--- src/hw/rtl/vpi_pkg.sv ---
// ----------------------------------------------------------------------------
// vpi_pkg
// Types, constants, microcode store and helpers for the damped Verlet point
// mass integrator.
// ----------------------------------------------------------------------------
package vpi_pkg;

  localparam int unsigned PC_W  = 5;
  localparam int unsigned ACC_W = 52;

  localparam logic [1:0] KIND_PLACE = 2'd0;
  localparam logic [1:0] KIND_FORCE = 2'd1;
  localparam logic [1:0] KIND_ACCEL = 2'd2;
  localparam logic [1:0] KIND_STEP  = 2'd3;

  localparam logic [1:0] CFG_FRICTION     = 2'd0;
  localparam logic [1:0] CFG_TIME_STEP    = 2'd1;
  localparam logic [1:0] CFG_INVERSE_MASS = 2'd2;

  localparam logic [16:0] FRICTION_RST     = 17'd0;
  localparam logic [15:0] TIME_STEP_RST    = 16'd655;
  localparam logic [31:0] INVERSE_MASS_RST = 32'd65536;
  localparam logic [16:0] Q_ONE            = 17'd65536;
  localparam logic [17:0] Q_TWO            = 18'd131072;

  // program labels
  localparam logic [PC_W-1:0] PC_STEP       = 5'd0;
  localparam logic [PC_W-1:0] PC_STEP_LOOP  = 5'd2;
  localparam logic [PC_W-1:0] PC_FORCE      = 5'd10;
  localparam logic [PC_W-1:0] PC_ACCEL      = 5'd15;
  localparam logic [PC_W-1:0] PC_PLACE      = 5'd19;

  typedef struct packed {
    logic        [1:0]  kind;
    logic signed [31:0] value_x;
    logic signed [31:0] value_y;
  } in_t;

  typedef struct packed {
    logic signed [31:0] pos_x;
    logic signed [31:0] pos_y;
    logic signed [31:0] prev_x;
    logic signed [31:0] prev_y;
    logic signed [31:0] vel_x;
    logic signed [31:0] vel_y;
    logic signed [31:0] acc_x;
    logic signed [31:0] acc_y;
  } out_t;

  typedef enum logic [0:0] {
    SEQ_IDLE,
    SEQ_RUN
  } seq_state_t;

  typedef enum logic [2:0] {
    OPA_POS,
    OPA_PREV,
    OPA_ACC,
    OPA_VAL,
    OPA_DT
  } opa_t;

  typedef enum logic [2:0] {
    OPB_C1,
    OPB_C2,
    OPB_DT2,
    OPB_DT2X,
    OPB_INVM,
    OPB_DT
  } opb_t;

  typedef enum logic [1:0] {
    ACC_HOLD,
    ACC_LOAD,
    ACC_ADD,
    ACC_SUB
  } acc_op_t;

  typedef enum logic [1:0] {
    SRC_PROD,
    SRC_VAL,
    SRC_ACC,
    SRC_PVEL
  } src_t;

  typedef enum logic [2:0] {
    WB_NONE,
    WB_DT2,
    WB_POS,
    WB_VEL,
    WB_ACC,
    WB_PLACE
  } wb_t;

  typedef enum logic [1:0] {
    JMP_NEXT,
    JMP_AX0,
    JMP_END
  } jmp_t;

  typedef struct packed {
    opa_t             a_sel;
    opb_t             b_sel;
    acc_op_t          acc_op;
    src_t             acc_src;
    logic             acc_shr;
    logic             sat_base;
    wb_t              wb;
    logic             ax_flip;
    jmp_t             jmp;
    logic [PC_W-1:0]  target;
  } uword_t;

  typedef struct packed {
    uword_t uw;
    logic   ax;
  } ctl_t;

  localparam uword_t UW_NOP = '{
    a_sel: OPA_POS, b_sel: OPB_C1, acc_op: ACC_HOLD, acc_src: SRC_PROD,
    acc_shr: 1'b0, sat_base: 1'b0, wb: WB_NONE, ax_flip: 1'b0,
    jmp: JMP_NEXT, target: '0
  };

  function automatic logic [PC_W-1:0] entry(input logic [1:0] kind);
    logic [PC_W-1:0] pc;
    unique case (kind)
      KIND_PLACE: pc = PC_PLACE;
      KIND_FORCE: pc = PC_FORCE;
      KIND_ACCEL: pc = PC_ACCEL;
      KIND_STEP:  pc = PC_STEP;
      default:    pc = PC_STEP;
    endcase
    return pc;
  endfunction

  // microcode store, one control word per step
  function automatic uword_t ucode(input logic [PC_W-1:0] pc);
    uword_t w;
    w = UW_NOP;
    unique case (pc)
      // step: dt squared, then per axis position and velocity
      PC_STEP: begin
        w.a_sel = OPA_DT;
        w.b_sel = OPB_DT;
      end
      PC_STEP + 5'd1: begin
        w.wb = WB_DT2;
      end
      PC_STEP_LOOP: begin
        w.a_sel = OPA_POS;
        w.b_sel = OPB_C1;
      end
      PC_STEP_LOOP + 5'd1: begin
        w.a_sel  = OPA_PREV;
        w.b_sel  = OPB_C2;
        w.acc_op = ACC_LOAD;
      end
      PC_STEP_LOOP + 5'd2: begin
        w.a_sel  = OPA_ACC;
        w.b_sel  = OPB_DT2;
        w.acc_op = ACC_SUB;
      end
      PC_STEP_LOOP + 5'd3: begin
        w.a_sel   = OPA_ACC;
        w.b_sel   = OPB_DT2X;
        w.acc_op  = ACC_ADD;
        w.acc_shr = 1'b1;
      end
      PC_STEP_LOOP + 5'd4: begin
        w.wb      = WB_POS;
        w.acc_op  = ACC_LOAD;
        w.acc_shr = 1'b1;
      end
      PC_STEP_LOOP + 5'd5: begin
        w.acc_op  = ACC_ADD;
        w.acc_src = SRC_PVEL;
      end
      PC_STEP_LOOP + 5'd6: begin
        w.wb      = WB_VEL;
        w.ax_flip = 1'b1;
        w.jmp     = JMP_AX0;
        w.target  = PC_STEP_LOOP;
      end
      PC_STEP_LOOP + 5'd7: begin
        w.jmp = JMP_END;
      end
      // add force scaled by inverse mass
      PC_FORCE: begin
        w.a_sel = OPA_VAL;
        w.b_sel = OPB_INVM;
      end
      PC_FORCE + 5'd1: begin
        w.acc_op  = ACC_LOAD;
        w.acc_shr = 1'b1;
      end
      PC_FORCE + 5'd2: begin
        w.acc_op   = ACC_ADD;
        w.acc_src  = SRC_ACC;
        w.sat_base = 1'b1;
      end
      PC_FORCE + 5'd3: begin
        w.wb      = WB_ACC;
        w.ax_flip = 1'b1;
        w.jmp     = JMP_AX0;
        w.target  = PC_FORCE;
      end
      PC_FORCE + 5'd4: begin
        w.jmp = JMP_END;
      end
      // add acceleration
      PC_ACCEL: begin
        w.acc_op  = ACC_LOAD;
        w.acc_src = SRC_VAL;
      end
      PC_ACCEL + 5'd1: begin
        w.acc_op  = ACC_ADD;
        w.acc_src = SRC_ACC;
      end
      PC_ACCEL + 5'd2: begin
        w.wb      = WB_ACC;
        w.ax_flip = 1'b1;
        w.jmp     = JMP_AX0;
        w.target  = PC_ACCEL;
      end
      PC_ACCEL + 5'd3: begin
        w.jmp = JMP_END;
      end
      // place
      PC_PLACE: begin
        w.wb = WB_PLACE;
      end
      PC_PLACE + 5'd1: begin
        w.jmp = JMP_END;
      end
      default: begin
        w.jmp = JMP_END;
      end
    endcase
    return w;
  endfunction

  function automatic logic signed [31:0] sat32(input logic signed [ACC_W-1:0] v);
    logic signed [31:0] r;
    if ((&v[ACC_W-1:31]) || (~|v[ACC_W-1:31])) begin
      r = v[31:0];
    end else if (v[ACC_W-1]) begin
      r = 32'sh8000_0000;
    end else begin
      r = 32'sh7fff_ffff;
    end
    return r;
  endfunction

endpackage

--- src/hw/rtl/vpi_seq.sv ---
// ----------------------------------------------------------------------------
// vpi_seq
// Microcode sequencer: step counter, axis flag and conditional jumps.
// ----------------------------------------------------------------------------
module vpi_seq (
  input  logic            clk,
  input  logic            rst_n,
  input  logic            start,
  input  logic [1:0]      kind,
  input  logic            out_free,
  output vpi_pkg::ctl_t   ctl,
  output logic            busy,
  output logic            done
);

  vpi_pkg::seq_state_t         state_r, state_nxt;
  logic [vpi_pkg::PC_W-1:0]    pc_r, pc_nxt;
  logic                        ax_r, ax_nxt;
  vpi_pkg::uword_t             uw;

  assign uw = vpi_pkg::ucode(pc_r);

  always_ff @(posedge clk) begin
    if (!rst_n) begin
      state_r <= vpi_pkg::SEQ_IDLE;
      pc_r    <= '0;
      ax_r    <= 1'b0;
    end else begin
      state_r <= state_nxt;
      pc_r    <= pc_nxt;
      ax_r    <= ax_nxt;
    end
  end

  always_comb begin
    state_nxt = state_r;
    pc_nxt    = pc_r;
    ax_nxt    = ax_r;
    unique case (state_r)
      vpi_pkg::SEQ_IDLE: begin
        if (start) begin
          state_nxt = vpi_pkg::SEQ_RUN;
          pc_nxt    = vpi_pkg::entry(kind);
          ax_nxt    = 1'b0;
        end
      end
      vpi_pkg::SEQ_RUN: begin
        if (uw.ax_flip) begin
          ax_nxt = ~ax_r;
        end
        case (uw.jmp)
          vpi_pkg::JMP_NEXT: pc_nxt = pc_r + vpi_pkg::PC_W'(1);
          vpi_pkg::JMP_AX0:  pc_nxt = ax_r ? pc_r + vpi_pkg::PC_W'(1) : uw.target;
          vpi_pkg::JMP_END: begin
            if (out_free) begin
              state_nxt = vpi_pkg::SEQ_IDLE;
            end
          end
          default: pc_nxt = pc_r;
        endcase
      end
      default: state_nxt = vpi_pkg::SEQ_IDLE;
    endcase
  end

  always_comb begin
    busy   = 1'b0;
    done   = 1'b0;
    ctl.uw = vpi_pkg::UW_NOP;
    ctl.ax = ax_r;
    unique case (state_r)
      vpi_pkg::SEQ_IDLE: begin
        busy = 1'b0;
      end
      vpi_pkg::SEQ_RUN: begin
        busy   = 1'b1;
        ctl.uw = uw;
        done   = (uw.jmp == vpi_pkg::JMP_END) && out_free;
      end
      default: busy = 1'b0;
    endcase
  end

endmodule

--- config.mk ---
export PLATFORM = sky130hd
export DESIGN_NAME = vpi_seq
export DESIGN_NICKNAME = d
export VERILOG_FILES = /design/src/hw/rtl/vpi_pkg.sv /design/src/hw/rtl/vpi_seq.sv
export SDC_FILE = /design/constraint.sdc
export NUM_CORES = 1
export LEC_CHECK = 0
export BUFFER_PORTS_ARGS = -buffer_cell sky130_fd_sc_hd__buf_2
export CORE_MARGIN = 10
export CORE_UTILIZATION = 40
export CTS_BUF_LIST = sky130_fd_sc_hd__clkbuf_2 sky130_fd_sc_hd__clkbuf_4 sky130_fd_sc_hd__clkbuf_8
export CTS_CLUSTER_DIAMETER = 150
export DETAILED_ROUTE_END_ITERATION = 10
export HOLD_SLACK_MARGIN = 0.05
export PLACE_DENSITY = 0.69
export SYNTH_ARGS = -nofsm -noshare
export SYNTH_HDL_FRONTEND = slang
export SYNTH_SLANG_ARGS = --single-unit
--- constraint.sdc ---
create_clock -name clk -period 5.62 [get_ports clk]
set_clock_uncertainty 0.1 [all_clocks]
set_input_delay 0.562 -clock clk [delete_from_list [all_inputs] [get_ports clk]]
set_output_delay 0.562 -clock clk [all_outputs]
set_load 0.005 [all_outputs]
==> impl_metrics.csv <==
group,metric,value,unit
placed_design,dp_hpwl,2478,um
drt,via_per_inst,5.680,
hold_path,hold_start,"out_free",
logic_synthesis,synth-xor-area-share,0.8294,%
clocking,cts_resized,0,
final_layout,fin_nets,185,
logic_synthesis,synth_seq_cells,7,
clocking,clock-root-buffer,"clkbuf_4",
clocking,cts_tree,"yes",
sta,maxSlewHeadroom,52.50,%
hold_path,hp-class,"input port to flip-flop",
logic_synthesis,synth_compound_area_share,29.27,%
logic_synthesis,synth_area,1056,um^2
logic_synthesis,ys.flop_type,"dfxtp_1",
critical_path,path_class,"flip-flop to primary output",
critical_path,r2r_start,"pc_r[2]$_SDFFE_PN0P_",
global_routing,gr-usage-met2,20.69,%
final_layout,multiInputGateArea,793.3,um^2
logic_synthesis,yosys.area.top_type_share,13.27,%
sta,layout_worst_path_cycle_share,56.29,%
sta,finalCriticalPeriod,3.164,ns
logic_synthesis,syn_nets,165,
critical_path,startpoint_type,"flip-flop",
sta,max_freq,316.1,MHz
global_routing,grt_util_met1,14.00,%
placed_design,io_buffers,30,
power_and_ir_drop,power.density,218.5,nW/um^2
logic_synthesis,synth_fa_ha_area_share,9.479,%
global_routing,antenna_found_initial,0,
clocking,post_cts_buffers,0,
power_and_ir_drop,p_leak,0.0005586,uW
logic_synthesis,yosysWarningCount,0,
clocking,ctsHoldBuffers,0,
drt,drc,0,
sta,maxSlewViolCount,0,
critical_path,reg2reg_slack,3.20,ns
final_layout,final_layout_size_suffix_gt1_share,25.88,%
sta,grt_setup_unrepaired,"no",
floorplanning,chipHeight,71.38,um
drt,routed_wl,3173,um
floorplanning,fp.dieArea,5095,um^2
logic_synthesis,ys_seq_area_share,13.27,%
drt,vias,1136,
logic_synthesis,synth.area.mux_share,4.739,%
logic_synthesis,yosysTopAreaCell,"dfxtp_1",
floorplanning,rows,18,
power_and_ir_drop,ir_drop,0.1360,mV
placed_design,gp_congestion,0.8334,
floorplanning,initial_utilization,42.24,%
drt,drt_iter0_markers,165,
final_layout,diodes,0,
flow_run,maxCapViolations,0,
logic_synthesis,syn_inst,151,
final_layout,mostFrequentLayoutCells,"30 x buf_2, 19 x nor2_1, 15 x nand2_1",
logic_synthesis,synth.distinct_cells,51,
logic_synthesis,synth_edf_count,0,
placed_design,place_inst,196,
clocking,h-tree-depth,1,
sta,finalSetupViolations,0,
clocking,cts_buffers,3,
final_layout,final_common_cell,"buf_2",
critical_path,arrival,2.50,ns
logic_synthesis,synth_top_family_by_area,"simple AND/OR/NAND/NOR gates",
drt,drt_pass1_iterations,4,
status,status,"complete, no violations",
clocking,clkSlewWorstSetupHoldPaths,0.05,ns
logic_synthesis,async_reset_ff_share,0,%
sta,finalHoldViolations,0,
global_routing,grt_max_degree,25,
floorplanning,ioPinCount,32,
final_layout,syn_to_final_growth,11.85,%
critical_path,path_max_fanout,24,
placed_design,dp_slack,2.765,ns
floorplanning,coreArea,2500,um^2
global_routing,grt_pass1_vias,1153,
floorplanning,dieWidth,71.38,um
final_layout,nFillCells,270,
final_layout,finalNonFillerCells,200,
drt,final_antenna_net_count,0,
critical_path,cp-startpoint,"pc_r[2]$_SDFFE_PN0P_",
sta,worstMarginPinSlew,0.7115,ns
global_routing,grt_first_pass_wirelength,5347,um
logic_synthesis,avgSynthCellArea,6.993,um^2
clocking,clk-insertion-delay-late,0.26,ns
final_layout,register_area,140.1,um^2
clocking,cts_sinks,7,
global_routing,grt-busiest-layer,"met2",
critical_path,cp.required,4.96,ns
global_routing,grt_overflow_total,0,
clocking,cts_max_path_buffers,2,
global_routing,grt.total_usage,12.29,%
global_routing,grt_use_met3,3.306,%
critical_path,end_kind,"primary output",
sta,worst_slack,2.456,ns
sta,fin_tns_setup,0,ns
drt,wl_per_cell,15.87,um
logic_synthesis,synth-simple-area-share,30.45,%
logic_synthesis,yosys-top-cells-area,"dfxtp_1 13%, ha_1 9.5%, nor2_1 6.8%",
## power by group
group          internal (uW)  switching (uW)  total [uW]
logic                   56.5            75.4         132
clock network           32.0            20.3        52.4
registers               55.8            18.1        73.9
## worst paths after layout
| path | cells past startpoint | endpoint |
|---|---|---|
| worst min-delay path | 2 | state_r$_SDFF_PN0_ |
| worst min register to register | 2 | pc_r[1]$_SDFFE_PN0P_ |
| worst max-delay path | 6 | done |
| worst max register to register | 5 | pc_r[0]$_SDFFE_PN0P_ |
## cells in the mapped netlist (2+ instances only)
cell      instances
a21o_1            3
a21oi_1           9
a31oi_1           3
and3_1            2
buf_2             2
buf_4             7
clkbuf_1          4
dfxtp_1           7
ha_1              8
inv_1             8
mux2i_1           5
nand2_1          15
nand2b_1          5
nand3_1           2
nor2_1           19
nor2b_1           2
nor3_1            3
o211ai_1          2
o21ai_0           8
o21bai_1          2
or2_2             4
or3b_2            2
## state kept, by name, summed over array words and instances, names as in the netlist
signal / flops
pc_r: 5
ax_r: 1
state_r: 1
## per-layer routing
metal	up-vias	routed length [um]	share of wire, %
met5	-	0	0
met4	0	39	1.2
met3	5	215	6.8
met2	39	1533	48
met1	529	1384	44
li1	563	-	-
## per-stage QoR
| stage | hold slack (ns) | utilization [%] | power [uW] | cell area [um^2] |
|---|---|---|---|---|
| floorplan | 0.3839 | - | 174.1 | 1056 |
| global placement | 0.3969 | 46.05 | 201.3 | 1151 |
| detailed placement | 0.4199 | 46.05 | 205.2 | 1151 |
| CTS | 0.3924 | 47.25 | 258.4 | 1181 |
| global route | 0.3932 | 47.25 | 281.3 | 1181 |
| finish | 0.3981 | 47.25 | 258.1 | 1181 |
## worst max-delay path, stage by stage, from the launching register on
cell	delay [ns]
dfxtp_1	0.77
mux2i_1	0.40
o211ai_1	0.17
a311o_2	0.46
nor2_1	0.18
and2_1	0.15
buf_2	0.10
## final cells by class
cell class / count / area share, %
inverter: 8 / 2.542
timing repair buffer: 30 / 12.71
multi-input combinational: 121 / 67.16
sequential: 7 / 11.86
clock buffer: 4 / 2.542
tap: 30 / 3.178
## cells by family (layout without fill, tap and decap cells)
family	count (synthesis)	count (layout)
xor+xnor	1	1
fa+ha+maj	8	8
flops	7	7
buf+inv	23	42
simple gates	63	63
mux	5	5
compound gates	43	43
other cells	1	1
Power figures use the tool's default switching activity.
